--- src/rtl/core/rcm_pkg.sv ---
package rcm_pkg;

   localparam int unsigned KeyLoW = 64;
   localparam int unsigned KeyHiW = 56;

   typedef enum logic [2:0] {
      CODE_JOINED  = 3'd0,
      CODE_NEW     = 3'd1,
      CODE_FULL    = 3'd2,
      CODE_DUP     = 3'd3,
      CODE_BADW    = 3'd4,
      CODE_MEMBER  = 3'd5,
      CODE_NONE    = 3'd6
   } code_type;

   typedef enum logic {
      FUNC_ADD   = 1'b0,
      FUNC_DRAIN = 1'b1
   } func_type;

   localparam logic [0:0] REG_WORKER_COUNT = 1'b0;

   typedef struct packed {
      logic              func;
      logic [3:0]        wrk;
      logic [3:0]        len;
      logic [KeyLoW-1:0] lo;
      logic [KeyHiW-1:0] hi;
      logic [7:0]        status;
      logic [3:0]        nd;
   } item_type;

   function automatic logic [KeyLoW-1:0] lo_mask(input logic [3:0] len);
      logic [KeyLoW-1:0] m;
      m = '0;
      for (int b = 0; b < 8; b++) begin
         if (int'(len) > b) m[b*8 +: 8] = 8'hFF;
      end
      return m;
   endfunction

   function automatic logic [KeyHiW-1:0] hi_mask(input logic [3:0] len,
                                                 input int unsigned key_bytes);
      logic [KeyHiW-1:0] m;
      m = '0;
      for (int b = 0; b < 7; b++) begin
         if (int'(len) > b + 8 && key_bytes > b + 8) m[b*8 +: 8] = 8'hFF;
      end
      return m;
   endfunction

   function automatic logic [KeyLoW-1:0] lo_mask_k(input logic [3:0] len,
                                                   input int unsigned key_bytes);
      logic [KeyLoW-1:0] m;
      m = '0;
      for (int b = 0; b < 8; b++) begin
         if (int'(len) > b && key_bytes > b) m[b*8 +: 8] = 8'hFF;
      end
      return m;
   endfunction

endpackage

--- src/rtl/core/rcm_ram.sv ---
module rcm_ram #(
   parameter int unsigned WIDTH = 8,
   parameter int unsigned DEPTH = 32
) (
   input  logic                     clock,
   input  logic                     wr_en,
   input  logic [$clog2(DEPTH)-1:0] wr_addr,
   input  logic [WIDTH-1:0]         wr_data,
   input  logic [$clog2(DEPTH)-1:0] rd_addr,
   output logic [WIDTH-1:0]         rd_data
);

   logic [WIDTH-1:0] mem_ff [DEPTH];
   logic [WIDTH-1:0] rd_data_ff;

   always_ff @(posedge clock) begin
      if (wr_en) begin
         mem_ff[wr_addr] <= wr_data;
      end
      rd_data_ff <= mem_ff[rd_addr];
   end

   assign rd_data = rd_data_ff;

endmodule

--- src/rtl/core/rcm_front.sv ---
module rcm_front #(
   parameter int unsigned KEY_BYTES = 15
) (
   input  logic              clock,
   input  logic              reset,
   input  logic              req_valid,
   output logic              req_stall,
   input  logic              req_func,
   input  logic [2:0]        req_worker,
   input  logic [3:0]        req_insn_len,
   input  logic [63:0]       req_insn_lo,
   input  logic [55:0]       req_insn_hi,
   input  logic [7:0]        req_status,
   input  logic [3:0]        req_ndecoded,
   output rcm_pkg::item_type q_item,
   output logic              q_valid,
   input  logic              q_pop
);
   import rcm_pkg::*;

   localparam int unsigned Depth = 2;

   item_type   buf_ff [Depth];
   logic       wp_ff, wp_in, rp_ff, rp_in;
   logic [1:0] cnt_ff, cnt_in;
   logic       push;
   item_type   it;

   always_comb begin
      it.func   = req_func;
      it.wrk    = {1'b0, req_worker};
      it.len    = req_insn_len;
      it.lo     = req_insn_lo & lo_mask_k(req_insn_len, KEY_BYTES);
      it.hi     = req_insn_hi & hi_mask(req_insn_len, KEY_BYTES);
      it.status = req_status;
      it.nd     = req_ndecoded;
   end

   assign req_stall = (cnt_ff == 2'(Depth));
   assign push      = req_valid && !req_stall;
   assign q_valid   = (cnt_ff != 2'd0);
   assign q_item    = buf_ff[rp_ff];
   assign wp_in     = push ? ~wp_ff : wp_ff;
   assign rp_in     = (q_pop && q_valid) ? ~rp_ff : rp_ff;
   assign cnt_in    = cnt_ff + 2'(push) - 2'(q_pop && q_valid);

   always_ff @(posedge clock) begin
      if (reset) begin
         wp_ff  <= 1'b0;
         rp_ff  <= 1'b0;
         cnt_ff <= 2'd0;
      end else begin
         wp_ff  <= wp_in;
         rp_ff  <= rp_in;
         cnt_ff <= cnt_in;
      end
      if (push) begin
         buf_ff[wp_ff] <= it;
      end
   end

endmodule

--- src/rtl/core/rcm_back.sv ---
module rcm_back #(
   parameter int unsigned SLOTS   = 4,
   parameter int unsigned WORKERS = 8
) (
   input  logic              clock,
   input  logic              reset,
   input  logic [3:0]        worker_count,
   input  rcm_pkg::item_type q_item,
   input  logic              q_valid,
   output logic              q_pop,
   output logic              rsp_valid,
   input  logic              rsp_stall,
   output logic [2:0]        rsp_code,
   output logic [1:0]        rsp_slot,
   output logic [2:0]        rsp_worker_res,
   output logic [7:0]        rsp_status_res,
   output logic [3:0]        rsp_ndecoded_res,
   output logic [3:0]        rsp_insn_len_res,
   output logic [63:0]       rsp_insn_lo_res,
   output logic [55:0]       rsp_insn_hi_res,
   output logic              rsp_last
);
   import rcm_pkg::*;

   localparam int unsigned SW  = (SLOTS > 1) ? $clog2(SLOTS) : 1;
   localparam int unsigned WBW = (WORKERS > 1) ? $clog2(WORKERS) : 1;
   localparam int unsigned MD  = SLOTS * WORKERS;
   localparam int unsigned MW  = (MD > 1) ? $clog2(MD) : 1;
   localparam int unsigned CW  = $clog2(WORKERS + 1);

   typedef enum logic [2:0] {
      ST_IDLE, ST_FIND, ST_MREAD, ST_MEMIT, ST_OUT
   } state_type;

   state_type          state_ff;
   logic [WORKERS-1:0] mask_ff [SLOTS];
   logic [3:0]         klen_ff [SLOTS];
   logic [63:0]        klo_ff  [SLOTS];
   logic [55:0]        khi_ff  [SLOTS];
   item_type           cur_ff;
   logic [SW-1:0]      ds_ff;
   logic [WBW-1:0]     dw_ff;
   logic               emitted_ff;
   logic [SLOTS-1:0]   hit_ff, empty_ff, comp_ff;

   logic               o_valid_ff;
   logic [2:0]         o_code_ff;
   logic [1:0]         o_slot_ff;
   logic [2:0]         o_w_ff;
   logic [3:0]         o_len_ff;
   logic [63:0]        o_lo_ff;
   logic [55:0]        o_hi_ff;
   logic               o_last_ff;

   logic [CW-1:0]      eff;
   logic [WORKERS-1:0] full;
   logic               mem_we;
   logic [MW-1:0]      mem_wa, mem_ra;
   logic [11:0]        mem_rd;
   logic               out_free;
   logic               o_load;
   logic [11:0]        mem_rd_hold;
   logic [11:0]        hold_ff;

   always_comb begin
      eff = (int'(worker_count) < WORKERS) ? CW'(worker_count) : CW'(WORKERS);
      for (int i = 0; i < WORKERS; i++) full[i] = (i < int'(eff));
   end

   assign out_free = !o_valid_ff || !rsp_stall;
   assign o_load   = out_free && (state_ff == ST_MEMIT || state_ff == ST_OUT);
   assign mem_ra   = MW'(ds_ff * WORKERS + dw_ff);

   rcm_ram #(.WIDTH(12), .DEPTH(MD)) u_members (
      .clock   (clock),
      .wr_en   (mem_we),
      .wr_addr (mem_wa),
      .wr_data ({cur_ff.status, cur_ff.nd}),
      .rd_addr (mem_ra),
      .rd_data (mem_rd)
   );

   logic [SW-1:0] sel_hit, sel_empty;
   logic          any_hit, any_empty;
   always_comb begin
      sel_hit = '0;
      sel_empty = '0;
      any_hit = 1'b0;
      any_empty = 1'b0;
      for (int s = SLOTS - 1; s >= 0; s--) begin
         if (hit_ff[s]) begin
            sel_hit = SW'(s);
            any_hit = 1'b1;
         end
         if (empty_ff[s]) begin
            sel_empty = SW'(s);
            any_empty = 1'b1;
         end
      end
   end

   logic [SW-1:0] tgt;
   logic          bad;
   assign tgt = any_hit ? sel_hit : sel_empty;
   assign bad = cur_ff.wrk >= 4'(eff);
   always_comb begin
      mem_we = (state_ff == ST_OUT) && out_free && cur_ff.func == FUNC_ADD && !bad
               && (any_hit ? !mask_ff[sel_hit][cur_ff.wrk[WBW-1:0]] : any_empty);
      mem_wa = MW'(tgt * WORKERS + cur_ff.wrk[WBW-1:0]);
   end

   assign q_pop = (state_ff == ST_IDLE) && q_valid;

   always_ff @(posedge clock) begin
      if (reset) begin
         state_ff   <= ST_IDLE;
         o_valid_ff <= 1'b0;
         for (int s = 0; s < SLOTS; s++) mask_ff[s] <= '0;
      end else begin
         o_valid_ff <= o_load || (o_valid_ff && rsp_stall);
         unique case (state_ff)
            ST_IDLE: begin
               if (q_valid) begin
                  cur_ff     <= q_item;
                  ds_ff      <= '0;
                  dw_ff      <= '0;
                  emitted_ff <= 1'b0;
                  state_ff   <= ST_FIND;
               end
            end
            ST_FIND: begin
               for (int s = 0; s < SLOTS; s++) begin
                  hit_ff[s]   <= mask_ff[s] != '0 && klen_ff[s] == cur_ff.len &&
                                 klo_ff[s] == cur_ff.lo && khi_ff[s] == cur_ff.hi;
                  empty_ff[s] <= mask_ff[s] == '0;
                  comp_ff[s]  <= eff != '0 && mask_ff[s] == full;
               end
               state_ff <= (cur_ff.func == FUNC_ADD) ? ST_OUT : ST_MREAD;
            end
            ST_MREAD: begin
               if (comp_ff[ds_ff]) begin
                  state_ff <= ST_MEMIT;
               end else if (int'(ds_ff) == SLOTS - 1) begin
                  state_ff <= ST_OUT;
               end else begin
                  ds_ff <= ds_ff + 1'b1;
               end
            end
            ST_MEMIT: begin
               if (out_free) begin
                  o_code_ff  <= CODE_MEMBER;
                  o_slot_ff  <= 2'(ds_ff);
                  o_w_ff     <= 3'(dw_ff);
                  o_len_ff   <= klen_ff[ds_ff];
                  o_lo_ff    <= klo_ff[ds_ff];
                  o_hi_ff    <= khi_ff[ds_ff];
                  emitted_ff <= 1'b1;
                  if (int'(dw_ff) == int'(eff) - 1) begin
                     dw_ff <= '0;
                     mask_ff[ds_ff] <= '0;
                     comp_ff[ds_ff] <= 1'b0;
                     o_last_ff <= (comp_ff & ~(SLOTS'(1) << ds_ff)) == '0;
                     state_ff <= ((comp_ff & ~(SLOTS'(1) << ds_ff)) == '0) ? ST_IDLE
                                 : ST_MREAD;
                  end else begin
                     o_last_ff <= 1'b0;
                     dw_ff <= dw_ff + 1'b1;
                     state_ff <= ST_MREAD;
                  end
               end
            end
            ST_OUT: begin
               if (out_free) begin
                  o_slot_ff  <= '0;
                  o_w_ff     <= '0;
                  o_len_ff   <= '0;
                  o_lo_ff    <= '0;
                  o_hi_ff    <= '0;
                  o_last_ff  <= 1'b1;
                  state_ff   <= ST_IDLE;
                  if (cur_ff.func == FUNC_DRAIN) begin
                     o_code_ff <= CODE_NONE;
                  end else if (bad) begin
                     o_code_ff <= CODE_BADW;
                  end else if (any_hit) begin
                     o_slot_ff <= 2'(sel_hit);
                     if (mask_ff[sel_hit][cur_ff.wrk[WBW-1:0]]) begin
                        o_code_ff <= CODE_DUP;
                     end else begin
                        o_code_ff <= CODE_JOINED;
                        mask_ff[sel_hit][cur_ff.wrk[WBW-1:0]] <= 1'b1;
                     end
                  end else if (any_empty) begin
                     o_code_ff <= CODE_NEW;
                     o_slot_ff <= 2'(sel_empty);
                     mask_ff[sel_empty] <= WORKERS'(1) << cur_ff.wrk[WBW-1:0];
                     klen_ff[sel_empty] <= cur_ff.len;
                     klo_ff[sel_empty]  <= cur_ff.lo;
                     khi_ff[sel_empty]  <= cur_ff.hi;
                  end else begin
                     o_code_ff <= CODE_FULL;
                  end
               end
            end
            default: state_ff <= ST_IDLE;
         endcase
      end
   end

   logic emit_d_ff;
   always_ff @(posedge clock) begin
      if (reset) emit_d_ff <= 1'b0;
      else       emit_d_ff <= (state_ff == ST_MEMIT) && out_free;
   end

   assign rsp_valid        = o_valid_ff;
   assign rsp_code         = o_code_ff;
   assign rsp_slot         = o_slot_ff;
   assign rsp_worker_res   = o_w_ff;
   assign rsp_status_res   = (o_code_ff == CODE_MEMBER) ? mem_rd_hold[11:4] : 8'd0;
   assign rsp_ndecoded_res = (o_code_ff == CODE_MEMBER) ? mem_rd_hold[3:0] : 4'd0;
   assign rsp_insn_len_res = o_len_ff;
   assign rsp_insn_lo_res  = o_lo_ff;
   assign rsp_insn_hi_res  = o_hi_ff;
   assign rsp_last         = o_last_ff;

   always_ff @(posedge clock) begin
      if (emit_d_ff) hold_ff <= mem_rd;
   end
   assign mem_rd_hold = emit_d_ff ? mem_rd : hold_ff;

endmodule

--- src/rtl/core/result_cohort_matcher_unit.sv ---
// Channel | Direction | Handshake           | Beat
// req     | in        | req_valid/req_stall | one add or drain item
// rsp     | out       | rsp_valid/rsp_stall | one result
// csr     | in        | APB write/read      | worker_count at address 0
// An add item passes from the queue to its result in order: it is taken from the
// queue, all slot keys are compared in parallel, and then it commits and registers
// the result, which waits while the output is stalled.
// A drain visits each slot in turn and emits each member of a complete slot through
// the ST_MREAD and ST_MEMIT states, using the single read port of the member store.
// Reset clears the slot masks and the two-entry item queue at once.
// A stalled result holds the back end; the front keeps taking up to two items.
module result_cohort_matcher_unit #(
   parameter int unsigned SLOTS     = 4,
   parameter int unsigned WORKERS   = 8,
   parameter int unsigned KEY_BYTES = 15
) (
   input  logic        clock,
   input  logic        reset,
   input  logic        req_valid,
   output logic        req_stall,
   input  logic        req_func,
   input  logic [2:0]  req_worker,
   input  logic [3:0]  req_insn_len,
   input  logic [63:0] req_insn_lo,
   input  logic [55:0] req_insn_hi,
   input  logic [7:0]  req_status,
   input  logic [3:0]  req_ndecoded,
   output logic        rsp_valid,
   input  logic        rsp_stall,
   output logic [2:0]  rsp_code,
   output logic [1:0]  rsp_slot,
   output logic [2:0]  rsp_worker_res,
   output logic [7:0]  rsp_status_res,
   output logic [3:0]  rsp_ndecoded_res,
   output logic [3:0]  rsp_insn_len_res,
   output logic [63:0] rsp_insn_lo_res,
   output logic [55:0] rsp_insn_hi_res,
   output logic        rsp_last,
   input  logic        psel,
   input  logic        penable,
   input  logic        pwrite,
   input  logic [1:0]  paddr,
   input  logic [31:0] pwdata,
   output logic [31:0] prdata,
   output logic        pready
);
   import rcm_pkg::*;

   logic [3:0] wc_ff;
   item_type   q_item;
   logic       q_valid, q_pop;

   assign pready = 1'b1;
   assign prdata = (paddr[1] == REG_WORKER_COUNT) ? {28'd0, wc_ff} : 32'd0;

   always_ff @(posedge clock) begin
      if (reset) begin
         wc_ff <= 4'd8;
      end else if (psel && penable && pwrite && paddr[1] == REG_WORKER_COUNT) begin
         wc_ff <= pwdata[3:0];
      end
   end

   rcm_front #(.KEY_BYTES(KEY_BYTES)) u_front (
      .clock, .reset, .req_valid, .req_stall, .req_func, .req_worker,
      .req_insn_len, .req_insn_lo, .req_insn_hi, .req_status, .req_ndecoded,
      .q_item, .q_valid, .q_pop
   );

   rcm_back #(.SLOTS(SLOTS), .WORKERS(WORKERS)) u_back (
      .clock, .reset, .worker_count(wc_ff), .q_item, .q_valid, .q_pop,
      .rsp_valid, .rsp_stall, .rsp_code, .rsp_slot, .rsp_worker_res,
      .rsp_status_res, .rsp_ndecoded_res, .rsp_insn_len_res, .rsp_insn_lo_res,
      .rsp_insn_hi_res, .rsp_last
   );

   a_code_range: assert property (@(posedge clock) disable iff (reset)
      rsp_valid |-> rsp_code != 3'd7)
      else $error("result code out of range");

   a_hold: assert property (@(posedge clock) disable iff (reset)
      rsp_valid && rsp_stall |=> rsp_valid && $stable(rsp_code) && $stable(rsp_last))
      else $error("stalled result changed");

   a_member_fields: assert property (@(posedge clock) disable iff (reset)
      rsp_valid && rsp_code != CODE_MEMBER |-> rsp_last && rsp_insn_len_res == 4'd0)
      else $error("non-member result not final or carries a key");

endmodule
--- config.mk ---
export PLATFORM = sky130hd
export DESIGN_NAME = result_cohort_matcher_unit
export DESIGN_NICKNAME = d
export VERILOG_FILES = /design/src/rtl/core/rcm_pkg.sv /design/src/rtl/core/rcm_ram.sv /design/src/rtl/core/rcm_front.sv /design/src/rtl/core/rcm_back.sv /design/src/rtl/core/result_cohort_matcher_unit.sv
export SDC_FILE = /design/constraint.sdc
export NUM_CORES = 2
export LEC_CHECK = 0
export BUFFER_PORTS_ARGS = -buffer_cell sky130_fd_sc_hd__buf_2
export CAP_MARGIN = 10
export CELL_PAD_IN_SITES_DETAIL_PLACEMENT = 1
export CELL_PAD_IN_SITES_GLOBAL_PLACEMENT = 1
export CORE_MARGIN = 8
export CORE_UTILIZATION = 46
export DETAILED_ROUTE_END_ITERATION = 12
export PLACE_DENSITY = 0.73
export SYNTH_ARGS = -nofsm -noshare
export SYNTH_HDL_FRONTEND = slang
export SYNTH_SLANG_ARGS = --single-unit
export TNS_END_PERCENT = 20
--- constraint.sdc ---
create_clock -name clock -period 10.5 [get_ports clock]
set_input_delay 1.05 -clock clock [delete_from_list [all_inputs] [get_ports clock]]
set_output_delay 1.05 -clock clock [all_outputs]
set_load 0.1 [all_outputs]
==> flow_summary.yaml <==
critical_path:
  timing.rr.start: "wc_ff[3]$_SDFFE_PP1P_"
  ff2ff_setup_slack_ps: 4910
  cp-start-kind: "flop"
  timing.critical_path.slowest_stage_cell: "dfxtp_1"
  worst_setup_path_end_kind: "flop"
  path_cells: "inv_1 > nand2_1 > inv_1 > ha_1 > nand2b_1 > a211oi_1 > o311ai_1 > nor3_1 > and3_4 > buf_4 > buf_4"
  crit_type: "flop to flop"
  r2r_cells: 11
  worst-endpoint-arrival_ps: 5980
  critPathMaxStageDelay_ps: 880
  required_ps: 10880
  critPathMaxFanout: 45
  reg2reg_to: "u_back.klo_ff[2][26]$_DFFE_PP_"
clocking:
  ctsHoldBuffers: 0
  clock_tree_root_buffer_cell: "clkbuf_16"
  worst_skew_pair.late_latency_ps: 790
  cts.sink_count: 1521
  max-clock-path-buffers: 3
  clk_pin_slew_ps: 60
  post_cts_setup_buffer_count: 0
  numCtsBuffers: 160
  cts_resized: 0
  h-tree-depth: 4
  cts_tree: "built"
yosys:
  post_synth_inst_count: 3636
  avgSynthCellArea_um2: 17.5
  yosysWarningCount: 0
  synth-async-reset-ratio_pct: 0
  post_synth_edffs: 1482
  synth.cell_area_um2: 63700
  ys_ff_latch: 1521
  synth-seq-area-share_pct: 71.0
  synth_cell_types: 80
  synth_top_flop_cell: "edfxtp_1"
power_and_ir_drop:
  power-per-cell-area_nw_per_um2: 230
  worst_voltage_drop_across_the_vdd_grid_mv: 0.167
  p_leak_nw: 23.3
sta:
  clock_skew_ps: 34.1
  slew-limit-headroom_pct: 16.0
  worst_pin_slew_ps: 1260
  fin_tns_setup_ps: 0
  fin_crit_sh_pct: 53.3
  final_period_minus_worst_setup_slack_ps: 5590
  grt_setup_unrepaired: "false"
  final_hold_viol_count: 0
  timing.fmax_ghz: 0.179
  setup_viol_count_final: 0
  maxSlewViolCount: 0
floorplanning:
  die_area_um2: 151000
  floorplan.initialDensity_pct: 46.4
  floorplan.die.width_um: 388
  core.rowCount: 136
  die_y_um: 388
  fp.coreArea_um2: 137000
  io-pin-count: 361
global_route:
  antenna_found_initial: 28
  grt_pass1_vias: 35300
  grt.total_usage_pct: 24.1
  grt_overflow: 0
  grt_pass1_wl_mm: 262
  grt_start_max_net_pins: 128
place:
  placed_cells_incl_taps: 5540
  final_gp_congestion: 0.996
  numPortBuffers: 302
  detailed_placer_s_ending_hpwl_mm: 131
job:
  timing.max_cap.violations: 0
hold_path:
  worstHoldPathType: "flop to flop"
  count_of_cells_along_the_worst_hold_path: 1
  hold-path-endpoint: "u_back.hold_ff[10]$_DFF_P_"
  min_delay_src: "u_back.u_members.rd_data[10]$_DFF_P_"
final_layout:
  finish.net_count: 4109
  layout.filler_cells: 12700
  layout-drive-gt1-share_pct: 24.7
  final_core_utilization_pct: 52.4
  area.growth.synth_to_final_pct: 13.0
  finish.cell_count_without_fillers: 5842
detailed_routing:
  drc_violation_count_after_routing: 0
  avgViaCountPerCell: 5.88
  number_of_drc_markers_after_the_initial_detailed_route_iteration: 3711
  route.vias.total: 34400
  drt.antenna.violating_nets: 0
  drtPass1Iterations: 5
  drt-wirelength-per-cell_um: 32.0
  totalWireLength_mm: 187
outcome:
  outcome: "finished clean"
-- sequential cells by signal, summed over array words and instances, names as in the netlist, 16 cells and up, named ones only --
name / count
u_back.cur_ff: 140
u_back.khi_ff: 224
u_back.klen_ff: 16
u_back.klo_ff: 256
u_back.mask_ff: 32
u_back.rsp_insn_hi_res: 56
u_back.rsp_insn_lo_res: 64
u_back.u_members.mem_ff: 384
u_front.buf_ff: 280
-- cells in the final DEF, fill, tap and decap left out, drive strengths merged, types with 28 or more instances in the layout --
cell,n
a21o,32
nor4,58
nor2b,87
clkbuf,203
nand2,85
mux2,153
inv,39
xnor2,386
buf,340
and3,33
nor2,113
conb,29
nand4,107
dfxtp,39
mux4,245
edfxtp,1482
a21oi,28
clkinv,66
xor2,122
o21ai,40
and2,171
-- logic make-up (layout without fill, tap and decap cells) --
| logic type | count (synthesis) | in the layout | share of synthesized area, % |
|---|---|---|---|
| DFF | 1521 | 1521 | 71.0 |
| and+or+nand+nor | 734 | 734 | 6.49 |
| other | 2 | 35 | 0.0118 |
| xor gates and xnor gates | 508 | 508 | 6.98 |
| muxes | 405 | 405 | 11.5 |
| buffers and inverters | 284 | 663 | 1.87 |
| adders and majority gates | 13 | 13 | 0.255 |
| AOI/OAI and AO/OA | 169 | 169 | 1.89 |
-- synth_stat cells (all sizes together) (8+ instances only) --
cell / instances / area share [%]
nor4: 58 / 0.57
nand3: 20 / 0.18
o21ai: 40 / 0.31
clkbuf: 189 / 1.1
edfxtp: 1482 / 70
nor3: 21 / 0.18
nor2b: 87 / 0.85
a21oi: 28 / 0.23
xnor2: 386 / 5.3
a21o: 32 / 0.38
nand4: 107 / 1.1
buf: 62 / 0.56
and2: 171 / 1.7
inv: 33 / 0.19
nor2: 113 / 0.70
ha: 13 / 0.26
mux2: 153 / 2.7
dfxtp: 39 / 1.2
and3: 33 / 0.32
mux4: 245 / 8.7
nand2b: 8 / 0.079
nand2: 85 / 0.50
xor2: 122 / 1.7
or4: 9 / 0.11
-- worst max-delay path: cells and delay by family (launching register included) --
kind,cells,cell delay (ps)
and+or+nand+nor,4,1570
AOI/OAI and AO/OA,2,540
buffers and inverters,4,1870
adders and majority gates,1,280
DFF,1,880
-- final cells by class --
class	instances	area [µm²]	area share (%)
sequential	1521	45300	62.9
inverter	33	124	0.172
tap	1794	2240	3.12
clock inverter	87	777	1.08
clock buffer	202	4230	5.88
antenna	6	15.0	0.0208
timing repair buffer	341	1900	2.64
multi-input combinational	1858	17400	24.2
-- report_power, final --
| part | total [mW] | switching, mW | leakage (nW) | internal [mW] |
|---|---|---|---|---|
| sequential | 8.00 | 0.588 | 13.9 | 7.41 |
| combinational | 3.10 | 1.97 | 7.03 | 1.13 |
| clock | 5.47 | 2.36 | 2.44 | 3.11 |
| total | 16.6 | 4.92 | 23.3 | 11.7 |
-- how the worst max path moves through the flow --
stage               cells past startpoint             startpoint  slack, ps                          endpoint
finish                                 11  wc_ff[3]$_SDFFE_PP1P_       4910    u_back.klo_ff[2][26]$_DFFE_PP_
global route                           11  wc_ff[3]$_SDFFE_PP1P_       4620    u_back.klo_ff[2][26]$_DFFE_PP_
CTS                                    11  wc_ff[3]$_SDFFE_PP1P_       4990    u_back.klo_ff[2][26]$_DFFE_PP_
detailed placement                     11  wc_ff[3]$_SDFFE_PP1P_       5070    u_back.klo_ff[2][27]$_DFFE_PP_
global placement                       11  wc_ff[3]$_SDFFE_PP1P_       5110     u_back.khi_ff[2][4]$_DFFE_PP_
floorplan                               4              rsp_stall       1920  u_back.rsp_code[0]$_SDFFCE_PN1P_
-- layer usage --
| layer | up-vias | track usage, % | routed length (µm) |
|---|---|---|---|
| met5 | - | 0 | 13 |
| li1 | 14500 | - | - |
| met1 | 18100 | 32.7 | 75700 |
| met2 | 1496 | 39.1 | 89800 |
| met3 | 273 | 4.45 | 14200 |
| met4 | 2 | 8.73 | 7130 |
-- metrics by stage --
step           hold slack, ps  instance area [µm²]  setup WS (ps)  power [mW]
3_5_place_dp              459                66900           5070        11.2
2_1_floorplan             444                63900           1920        10.0
6_report                  475                72000           4910        16.6
5_1_grt                   438                72000           4620        17.0
4_1_cts                   412                71900           4990        16.7
3_3_place_gp              457                66900           5110        11.1
(Power assumes the default switching activity.)
